[src/rtl/core/rmvs_pkg.sv]
// Shared constants for the running mean and variance statistics block.
package rmvs_pkg;

  // Default parameter values
  localparam int unsigned SampleWidthDef = 32;
  localparam int unsigned FracBitsDef    = 16;
  localparam int unsigned CountWidthDef  = 32;

  // Mean accumulator and divider dividend width (mean held in units 2^-32)
  localparam int unsigned AccWidth  = 64;
  // Squared-difference sum width and its saturation limit
  localparam int unsigned SumWidth  = 63;
  localparam logic [SumWidth-1:0] SumLimit = {SumWidth{1'b1}};
  // Width of the 32-bit result fields
  localparam int unsigned OutWidth  = 32;
  // Half of the product operands
  localparam int unsigned HalfWidth = 32;
  // Width of floor(a*b / 2^32) for two AccWidth operands
  localparam int unsigned ProdWidth = 2 * AccWidth - HalfWidth;

endpackage

[src/rtl/core/rmvs_div.sv]
// Shared restoring divider, one quotient bit per cycle.
module rmvs_div #(
  parameter int unsigned DIVISOR_WIDTH = rmvs_pkg::CountWidthDef
) (
  input  logic                          clk_i,
  input  logic                          rst_ni,
  input  logic                          start_i,
  input  logic [rmvs_pkg::AccWidth-1:0] dividend_i,
  input  logic [DIVISOR_WIDTH-1:0]      divisor_i,
  output logic                          done_o,
  output logic [rmvs_pkg::AccWidth-1:0] quotient_o
);

  localparam int unsigned Steps  = rmvs_pkg::AccWidth;
  localparam int unsigned CntW   = $clog2(Steps + 1);

  logic [CntW-1:0]               cnt_q;
  logic                          busy_q;
  logic                          done_q;
  logic [rmvs_pkg::AccWidth-1:0] quo_q;
  logic [DIVISOR_WIDTH-1:0]      rem_q;
  logic [DIVISOR_WIDTH-1:0]      div_q;

  // trial remainder: old remainder shifted with the next dividend bit
  logic [DIVISOR_WIDTH:0] trial;
  logic [DIVISOR_WIDTH:0] diff;

  assign trial = {rem_q, quo_q[rmvs_pkg::AccWidth-1]};
  assign diff  = trial - {1'b0, div_q};

  always_ff @(posedge clk_i or negedge rst_ni) begin
    if (!rst_ni) begin
      busy_q <= 1'b0;
      done_q <= 1'b0;
      cnt_q  <= '0;
    end else begin
      done_q <= 1'b0;
      if (start_i) begin
        busy_q <= 1'b1;
        cnt_q  <= '0;
        quo_q  <= dividend_i;
        rem_q  <= '0;
        div_q  <= divisor_i;
      end else if (busy_q) begin
        if (trial >= {1'b0, div_q}) begin
          rem_q <= diff[DIVISOR_WIDTH-1:0];
          quo_q <= {quo_q[rmvs_pkg::AccWidth-2:0], 1'b1};
        end else begin
          rem_q <= trial[DIVISOR_WIDTH-1:0];
          quo_q <= {quo_q[rmvs_pkg::AccWidth-2:0], 1'b0};
        end
        cnt_q <= cnt_q + CntW'(1);
        if (cnt_q == CntW'(Steps - 1)) begin
          busy_q <= 1'b0;
          done_q <= 1'b1;
        end
      end
    end
  end

  assign done_o     = done_q;
  assign quotient_o = quo_q;

endmodule

[src/rtl/core/rmvs_sqprod.sv]
// Saturating scaled product floor(a*b/2^32) from four 32x32 partial products.
module rmvs_sqprod (
  input  logic                          clk_i,
  input  logic                          rst_ni,
  input  logic                          start_i,
  input  logic [rmvs_pkg::AccWidth-1:0] a_i,
  input  logic [rmvs_pkg::AccWidth-1:0] b_i,
  output logic                          done_o,
  output logic [rmvs_pkg::SumWidth-1:0] prod_o
);

  localparam int unsigned HW = rmvs_pkg::HalfWidth;
  localparam int unsigned AW = rmvs_pkg::AccWidth;
  localparam int unsigned PW = rmvs_pkg::ProdWidth;

  // partial order: a0*b0, a1*b0, a0*b1, a1*b1 (bit 0 picks a half, bit 1 b half)
  localparam logic [2:0] LastMul = 3'd3;
  localparam logic [2:0] LastAdd = 3'd4;
  localparam logic [2:0] SatStep = 3'd5;

  logic [AW-1:0]              a_q, b_q;
  logic [2:0]                 cnt_q;
  logic                       busy_q;
  logic                       done_q;
  logic [2*HW-1:0]            mul_q;
  logic [PW-1:0]              acc_q;
  logic [rmvs_pkg::SumWidth-1:0] prod_q;

  logic [HW-1:0] a_half, b_half;
  logic [1:0]    tag;
  logic [PW-1:0] term;

  assign a_half = cnt_q[0] ? a_q[AW-1:HW] : a_q[HW-1:0];
  assign b_half = cnt_q[1] ? b_q[AW-1:HW] : b_q[HW-1:0];
  assign tag    = 2'(cnt_q - 3'd1);

  always_comb begin
    case (tag)
      2'd0:    term = PW'(mul_q[2*HW-1:HW]);
      2'd3:    term = {mul_q, {HW{1'b0}}};
      default: term = PW'(mul_q);
    endcase
  end

  always_ff @(posedge clk_i or negedge rst_ni) begin
    if (!rst_ni) begin
      busy_q <= 1'b0;
      done_q <= 1'b0;
      cnt_q  <= '0;
    end else begin
      done_q <= 1'b0;
      if (start_i) begin
        busy_q <= 1'b1;
        cnt_q  <= '0;
        a_q    <= a_i;
        b_q    <= b_i;
        acc_q  <= '0;
      end else if (busy_q) begin
        cnt_q <= cnt_q + 3'd1;
        if (cnt_q <= LastMul) begin
          mul_q <= (2*HW)'(a_half) * (2*HW)'(b_half);
        end
        if (cnt_q != 3'd0 && cnt_q <= LastAdd) begin
          acc_q <= acc_q + term;
        end
        if (cnt_q == SatStep) begin
          prod_q <= (acc_q >= PW'(rmvs_pkg::SumLimit)) ? rmvs_pkg::SumLimit
                                                       : acc_q[rmvs_pkg::SumWidth-1:0];
          busy_q <= 1'b0;
          done_q <= 1'b1;
        end
      end
    end
  end

  assign done_o = done_q;
  assign prod_o = prod_q;

endmodule

[src/rtl/core/running_mean_variance_stats.sv]
// Top level: Welford running mean / variance with a shared iterative divider.
//
//  channel   dir  handshake                        payload
//  sample    in   sample_valid_i / sample_stall_o  sample_i (signed, Q.FRAC_BITS)
//  result    out  result_valid_o / result_stall_i  sample_count_o, largest_magnitude_o,
//                                                  running_mean_o, sample_variance_o
//
// Each word takes two passes through the shared divider (start, 64 steps, done; mean
//   step then variance; the first word skips the variance pass), one pass through the
//   partial-product unit (start, 6 steps, done) and single sequencer steps.
// One word in flight; sample_stall_o is high from accept until the sequencer is
//   back in idle. A finished result sits in the output register, so the next word
//   is taken while result_stall_i holds the previous one.
// The sequencer waits in its last step while the output register is still full and stalled.
// Reset (rst_ni low, async) clears count, peak, mean, sum and all control state.
module running_mean_variance_stats #(
  parameter int unsigned SAMPLE_WIDTH = rmvs_pkg::SampleWidthDef,
  parameter int unsigned FRAC_BITS    = rmvs_pkg::FracBitsDef,
  parameter int unsigned COUNT_WIDTH  = rmvs_pkg::CountWidthDef
) (
  input  logic                                 clk_i,
  input  logic                                 rst_ni,
  // sample channel
  input  logic                                 sample_valid_i,
  output logic                                 sample_stall_o,
  input  logic signed [SAMPLE_WIDTH-1:0]       sample_i,
  // result channel
  output logic                                 result_valid_o,
  input  logic                                 result_stall_i,
  output logic [rmvs_pkg::OutWidth-1:0]        sample_count_o,
  output logic [rmvs_pkg::OutWidth-1:0]        largest_magnitude_o,
  output logic signed [rmvs_pkg::OutWidth-1:0] running_mean_o,
  output logic [rmvs_pkg::SumWidth-1:0]        sample_variance_o
);

  localparam int unsigned AW         = rmvs_pkg::AccWidth;
  localparam int unsigned SW         = rmvs_pkg::SumWidth;
  localparam int unsigned OW         = rmvs_pkg::OutWidth;
  // mean kept with 32 fraction bits; sample has FRAC_BITS
  localparam int unsigned MEAN_SHIFT = rmvs_pkg::HalfWidth - FRAC_BITS;
  localparam logic [COUNT_WIDTH-1:0] CountMax = {COUNT_WIDTH{1'b1}};

  typedef enum logic [3:0] {
    ST_IDLE,    // wait for a sample word
    ST_DELTA,   // peak, count, delta = scaled - mean
    ST_MAG,     // |delta|, kick mean division
    ST_MDIV,    // wait |delta| / n, update mean
    ST_DELTA2,  // delta2 = scaled - new mean
    ST_PSTART,  // kick |delta| * |delta2| / 2^32
    ST_PROD,    // wait product, saturating sum update
    ST_VSTART,  // kick sum / (n-1) or zero variance
    ST_VDIV,    // wait variance quotient
    ST_OUT      // load output register
  } state_e;

  state_e state_q;

  logic signed [SAMPLE_WIDTH-1:0] sample_q;
  logic [COUNT_WIDTH-1:0]         count_q;
  logic [SAMPLE_WIDTH-1:0]        peak_q;
  logic signed [AW-1:0]           mean_q;
  logic [SW-1:0]                  sum_q;
  logic [AW-1:0]                  scaled_q;
  logic [AW-1:0]                  delta_q;
  logic [AW-1:0]                  dmag_q;
  logic                           neg_q;
  logic [SW-1:0]                  var_q;

  logic                   div_start_q;
  logic [AW-1:0]          div_dividend_q;
  logic [COUNT_WIDTH-1:0] div_divisor_q;
  logic                   div_done;
  logic [AW-1:0]          div_quot;

  logic          prod_start_q;
  logic          prod_done;
  logic [SW-1:0] prod;

  logic                    res_valid_q;
  logic [OW-1:0]           res_count_q;
  logic [OW-1:0]           res_peak_q;
  logic signed [OW-1:0]    res_mean_q;
  logic [SW-1:0]           res_var_q;

  // sample datapath
  logic signed [AW-1:0]    s_ext;
  logic [AW-1:0]           scaled;
  logic [AW-1:0]           s_abs;
  logic [SAMPLE_WIDTH-1:0] s_mag;
  logic [AW-1:0]           delta_abs;
  logic [AW-1:0]           sum_wide;
  logic [SW-1:0]           sum_next;

  assign s_ext     = AW'(sample_q);
  assign scaled    = AW'(s_ext <<< MEAN_SHIFT);
  assign s_abs     = s_ext[AW-1] ? (~s_ext) + AW'(1) : s_ext;
  assign s_mag     = SAMPLE_WIDTH'(s_abs);
  assign delta_abs = delta_q[AW-1] ? (~delta_q) + AW'(1) : delta_q;
  // sum and product both stay at or below the limit, so this cannot wrap
  assign sum_wide  = {1'b0, sum_q} + {1'b0, prod};
  assign sum_next  = (sum_wide >= {1'b0, rmvs_pkg::SumLimit}) ? rmvs_pkg::SumLimit
                                                              : sum_wide[SW-1:0];

  rmvs_div #(
    .DIVISOR_WIDTH(COUNT_WIDTH)
  ) u_div (
    .clk_i      (clk_i),
    .rst_ni     (rst_ni),
    .start_i    (div_start_q),
    .dividend_i (div_dividend_q),
    .divisor_i  (div_divisor_q),
    .done_o     (div_done),
    .quotient_o (div_quot)
  );

  rmvs_sqprod u_sqprod (
    .clk_i   (clk_i),
    .rst_ni  (rst_ni),
    .start_i (prod_start_q),
    .a_i     (dmag_q),
    .b_i     (delta_abs),
    .done_o  (prod_done),
    .prod_o  (prod)
  );

  always_ff @(posedge clk_i or negedge rst_ni) begin
    if (!rst_ni) begin
      state_q      <= ST_IDLE;
      count_q      <= '0;
      peak_q       <= '0;
      mean_q       <= '0;
      sum_q        <= '0;
      div_start_q  <= 1'b0;
      prod_start_q <= 1'b0;
      res_valid_q  <= 1'b0;
    end else begin
      div_start_q  <= 1'b0;
      prod_start_q <= 1'b0;
      if (res_valid_q && !result_stall_i) begin
        res_valid_q <= 1'b0;
      end
      unique case (state_q)
        ST_IDLE: begin
          if (sample_valid_i) begin
            sample_q <= sample_i;
            state_q  <= ST_DELTA;
          end
        end
        ST_DELTA: begin
          if (s_mag > peak_q) begin
            peak_q <= s_mag;
          end
          if (count_q != CountMax) begin
            count_q <= count_q + COUNT_WIDTH'(1);
          end
          scaled_q <= scaled;
          delta_q  <= scaled - mean_q;
          state_q  <= ST_MAG;
        end
        ST_MAG: begin
          dmag_q         <= delta_abs;
          neg_q          <= delta_q[AW-1];
          div_dividend_q <= delta_abs;
          div_divisor_q  <= count_q;
          div_start_q    <= 1'b1;
          state_q        <= ST_MDIV;
        end
        ST_MDIV: begin
          if (div_done) begin
            mean_q  <= neg_q ? mean_q - signed'(div_quot) : mean_q + signed'(div_quot);
            state_q <= ST_DELTA2;
          end
        end
        ST_DELTA2: begin
          delta_q <= scaled_q - mean_q;
          state_q <= ST_PSTART;
        end
        ST_PSTART: begin
          // the start pulse raised here makes the product unit sample |delta2| from delta_abs
          prod_start_q <= 1'b1;
          state_q      <= ST_PROD;
        end
        ST_PROD: begin
          if (prod_done) begin
            sum_q   <= sum_next;
            state_q <= ST_VSTART;
          end
        end
        ST_VSTART: begin
          if (count_q >= COUNT_WIDTH'(2)) begin
            div_dividend_q <= {1'b0, sum_q};
            div_divisor_q  <= count_q - COUNT_WIDTH'(1);
            div_start_q    <= 1'b1;
            state_q        <= ST_VDIV;
          end else begin
            var_q   <= '0;
            state_q <= ST_OUT;
          end
        end
        ST_VDIV: begin
          if (div_done) begin
            var_q   <= div_quot[SW-1:0];
            state_q <= ST_OUT;
          end
        end
        ST_OUT: begin
          if (!res_valid_q || !result_stall_i) begin
            res_valid_q <= 1'b1;
            res_count_q <= OW'(count_q);
            res_peak_q  <= OW'(peak_q);
            res_mean_q  <= OW'(mean_q >>> MEAN_SHIFT);
            res_var_q   <= var_q;
            state_q     <= ST_IDLE;
          end
        end
        default: state_q <= ST_IDLE;
      endcase
    end
  end

  assign sample_stall_o      = (state_q != ST_IDLE);
  assign result_valid_o      = res_valid_q;
  assign sample_count_o      = res_count_q;
  assign largest_magnitude_o = res_peak_q;
  assign running_mean_o      = res_mean_q;
  assign sample_variance_o   = res_var_q;

endmodule

[config.mk]
export PLATFORM = sky130hd
export DESIGN_NAME = running_mean_variance_stats
export DESIGN_NICKNAME = d
export VERILOG_FILES = /design/src/rtl/core/rmvs_pkg.sv /design/src/rtl/core/rmvs_div.sv /design/src/rtl/core/rmvs_sqprod.sv /design/src/rtl/core/running_mean_variance_stats.sv
export SDC_FILE = /design/constraint.sdc
export NUM_CORES = 2
export LEC_CHECK = 0
export BUFFER_PORTS_ARGS = -buffer_cell sky130_fd_sc_hd__buf_2
export CORE_MARGIN = 2
export CORE_UTILIZATION = 44
export DETAILED_ROUTE_END_ITERATION = 10
export PLACE_DENSITY = 0.64
export SLEW_MARGIN = 20
export SYNTH_ARGS = -nofsm -noshare
export SYNTH_HDL_FRONTEND = slang
export SYNTH_SLANG_ARGS = --single-unit
[constraint.sdc]
create_clock -name clk_i -period 25 [get_ports clk_i]
set_input_delay 3.75 -clock clk_i [delete_from_list [all_inputs] [get_ports clk_i]]
set_output_delay 3.75 -clock clk_i [all_outputs]
set_load 0.01 [all_outputs]
==> reports/results.ini <==
[setup_path]
worstReg2RegEnd=u_sqprod.mul_q[51]$_DFFE_PP_
reg2reg_depth=29
cp_slowest_cell=mux2i_4
cp-end-kind=flip-flop
timing.reg2reg.setup_slack_ps=14150
critical_path_arrival_ps=11370
criticalPathCategory=flip-flop to flip-flop
cpMostUsedCell=fa_1
crit_required_ps=25520
crit_path_max_fanout=40
reg2reg_from=u_sqprod.cnt_q[0]$_DFFE_PN0P_
cp-start-kind=flip-flop
crit_path_max_incr_delay_ps=990

[layout]
drive_gt1_share_pct=8.56
multi_input_area_um2=57600
final_common_cell=nor2_1
nets=11390
area_growth_pct=9.01
fillCellCount=20536
regArea_um2=35000
mostFrequentLayoutCells=1,175 x nor2_1, 1,149 x inv_1, 990 x edfxtp_1

[yosys]
yosysWarnings=0
synthCells=9838
avgSynthCellArea_um2=9.99
synth.distinct_cells=85
synth_edf_count=990
synth_nets=11383
ys.flop_type=edfxtp_1
yosysSeqAreaShare_pct=35.6
syn-cell-area_um2=98300
synth_seq_cells=1202
async_flop_share_pct=17.6

[global_route]
busiest_layer=met2
grt_util_met2_pct=41.4
grt_pass1_wl_um=463000
grt_usage_pct=26.7
gr-usage-met1_pct=36.1
met3_usage_pct=4.80
grt_pass1_vias=74570
grt_max_degree=135
antenna_found_initial=8
grt_overflow=0

[detailed_routing]
vias_per_cell=5.71
drtAntennaViolNets=0
vias=73816
drc=0
drt-total-wl_um=306000
drt_iter0_drc=7109
firstDrtPassIters=6
wl_per_cell_um=23.6

[place]
place.port_buffers=196
place.gp.congestion=0.987
place_hpwl_um=234000

[sta]
slew_violations=0
fin_skew_ps=46.4
finalSetupTns_ps=0
finalHoldViolCount=0
relSlewSlack_pct=19.0
rsz0062_at_grt=false
post-route-min-period_ps=10850
fmax_mhz=92.1
worstMarginPinSlew_ps=1200
period_share_pct=43.4
finalSetupViolCount=0

[worst_hold_path]
hold_depth=0
min_to=u_sqprod.a_q[10]$_DFFE_PP_
hold_path.startpoint=dmag_q[10]$_DFFE_PP_
min_path_type=flip-flop to flip-flop

[clock_tree]
holdBufCountCts=0
clockBufferDepth=3
cts_tree=built
cts_sinks=1202
cts_resized=0
post_cts_buffers=0
cts_buffers=135
htreeDepth=4
cts-root-buf=clkbuf_16
clkTransAtPathRegs_ps=60
clk_latency_ps=800

[run_status]
status=finished clean

[die]
die_w_um=477
start_util_pct=44.3
ioPinCount=197
coreArea_um2=222000
die_h_um=477
die_area_um2=227000
rows=173

[flow_run]
maxCapViolCount=0

metal layers:
metal | share of wire, % | routed length, um
met4 | 5.8 | 17800
met1 | 41 | 127000
met3 | 8.0 | 24400
met5 | 0.011 | 34
met2 | 45 | 137000
worst max-delay path: cells and delay by family, from the launching register on:
family,cells,cell delay (ps)
mux,2,1140
simple gates,4,1190
fa+ha+maj,9,4320
flops,1,760
compound gates,9,2180
buf+inv,5,930
worst max path at each step:
| stage | start | end | slack, ps | depth (start not counted) |
|---|---|---|---|---|
| 2_1_floorplan | rst_ni | largest_magnitude_o[0]$_DFFE_PP_ | 13690 | 3 |
| 3_3_place_gp | u_sqprod.cnt_q[0]$_DFFE_PN0P_ | u_sqprod.mul_q[51]$_DFFE_PP_ | 14340 | 29 |
| 3_5_place_dp | u_sqprod.cnt_q[0]$_DFFE_PN0P_ | u_sqprod.mul_q[51]$_DFFE_PP_ | 14290 | 29 |
| 4_1_cts | u_sqprod.cnt_q[0]$_DFFE_PN0P_ | u_sqprod.mul_q[51]$_DFFE_PP_ | 14260 | 31 |
| 5_1_grt | u_sqprod.cnt_q[0]$_DFFE_PN0P_ | u_sqprod.mul_q[51]$_DFFE_PP_ | 13690 | 29 |
| 6_report | u_sqprod.cnt_q[0]$_DFFE_PN0P_ | u_sqprod.mul_q[51]$_DFFE_PP_ | 14150 | 29 |
Yosys cell counts (19+ instances only):
master    count  area (um2)
a211oi_1     68         510
a21boi_0     19         143
a21o_1      192        1440
a21oi_1     540        2700
a22o_1       34         298
a31oi_1      82         513
and2_1      118         738
and3_1       44         275
buf_1        33         124
clkbuf_1    405        1520
dfrtp_1     212        5310
edfxtp_1    990       29700
fa_1        900       18000
ha_1        609        7620
inv_1      1150        4320
mux2_2      155        1750
mux2i_1      89         891
nand2_1     987        3700
nand2b_1     97         607
nand3_1      93         465
nand4_1     119         744
nor2_1     1181        4430
nor2b_1      52         325
nor3_1      104         521
nor4_1       42         263
o211ai_1     25         188
o21a_1       47         353
o21ai_0     383        1920
o21bai_1     76         571
o31ai_1      46         345
or2_2        81         507
or3_1        42         263
or4_1        24         180
xnor2_1     397        3480
xor2_1      159        1390
per-stage QoR:
step	setup slack (ps)	hold slack (ps)	cell area, um2	utilization (%)	cells
2_1_floorplan	13690	400	98300	-	9838
3_3_place_gp	14340	402	103000	46.2	12682
3_5_place_dp	14290	405	103000	46.2	12682
4_1_cts	14260	404	107000	48.2	12930
5_1_grt	13690	413	107000	48.2	12931
6_report	14150	407	107000	48.2	12935
flip-flops by register name, summed over array words and instances, names as in the netlist, 63 cells and up:
| name | flops |
|---|---|
| delta_q | 64 |
| div_dividend_q | 64 |
| dmag_q | 64 |
| mean_q | 64 |
| sample_variance_o | 63 |
| sum_q | 63 |
| u_div.quotient_o | 64 |
| u_sqprod.a_q | 64 |
| u_sqprod.acc_q | 96 |
| u_sqprod.b_q | 64 |
| u_sqprod.mul_q | 64 |
| u_sqprod.prod_o | 63 |
| var_q | 63 |
kinds of logic (layout without fill, tap and decap cells):
logic type,count (synthesis),count (layout),synth area share [%]
multiplexers,244,244,2.68
AND/OR/NAND/NOR,3053,3053,13.9
buffers and inverters,1591,1709,6.08
flip-flops,1202,1202,35.6
other,0,4,0
XOR/XNOR,557,557,4.98
AO/OA/AOI/OAI,1682,1682,10.6
adder cells (fa/ha/maj),1509,1509,26.1
area by class of cell:
type / count / area share [%]
antenna: 4 / 0.00934
clock buffer: 166 / 3.33
clock inverter: 82 / 0.918
inverter: 1151 / 4.03
multi-input combinational: 7045 / 53.8
sequential: 1202 / 32.7
tap: 2975 / 3.47
timing repair buffer: 310 / 1.74
Power is left out: the tool's default activity adds up to more than one toggle a clock period on the data nets, which glitch-free logic cannot reach.
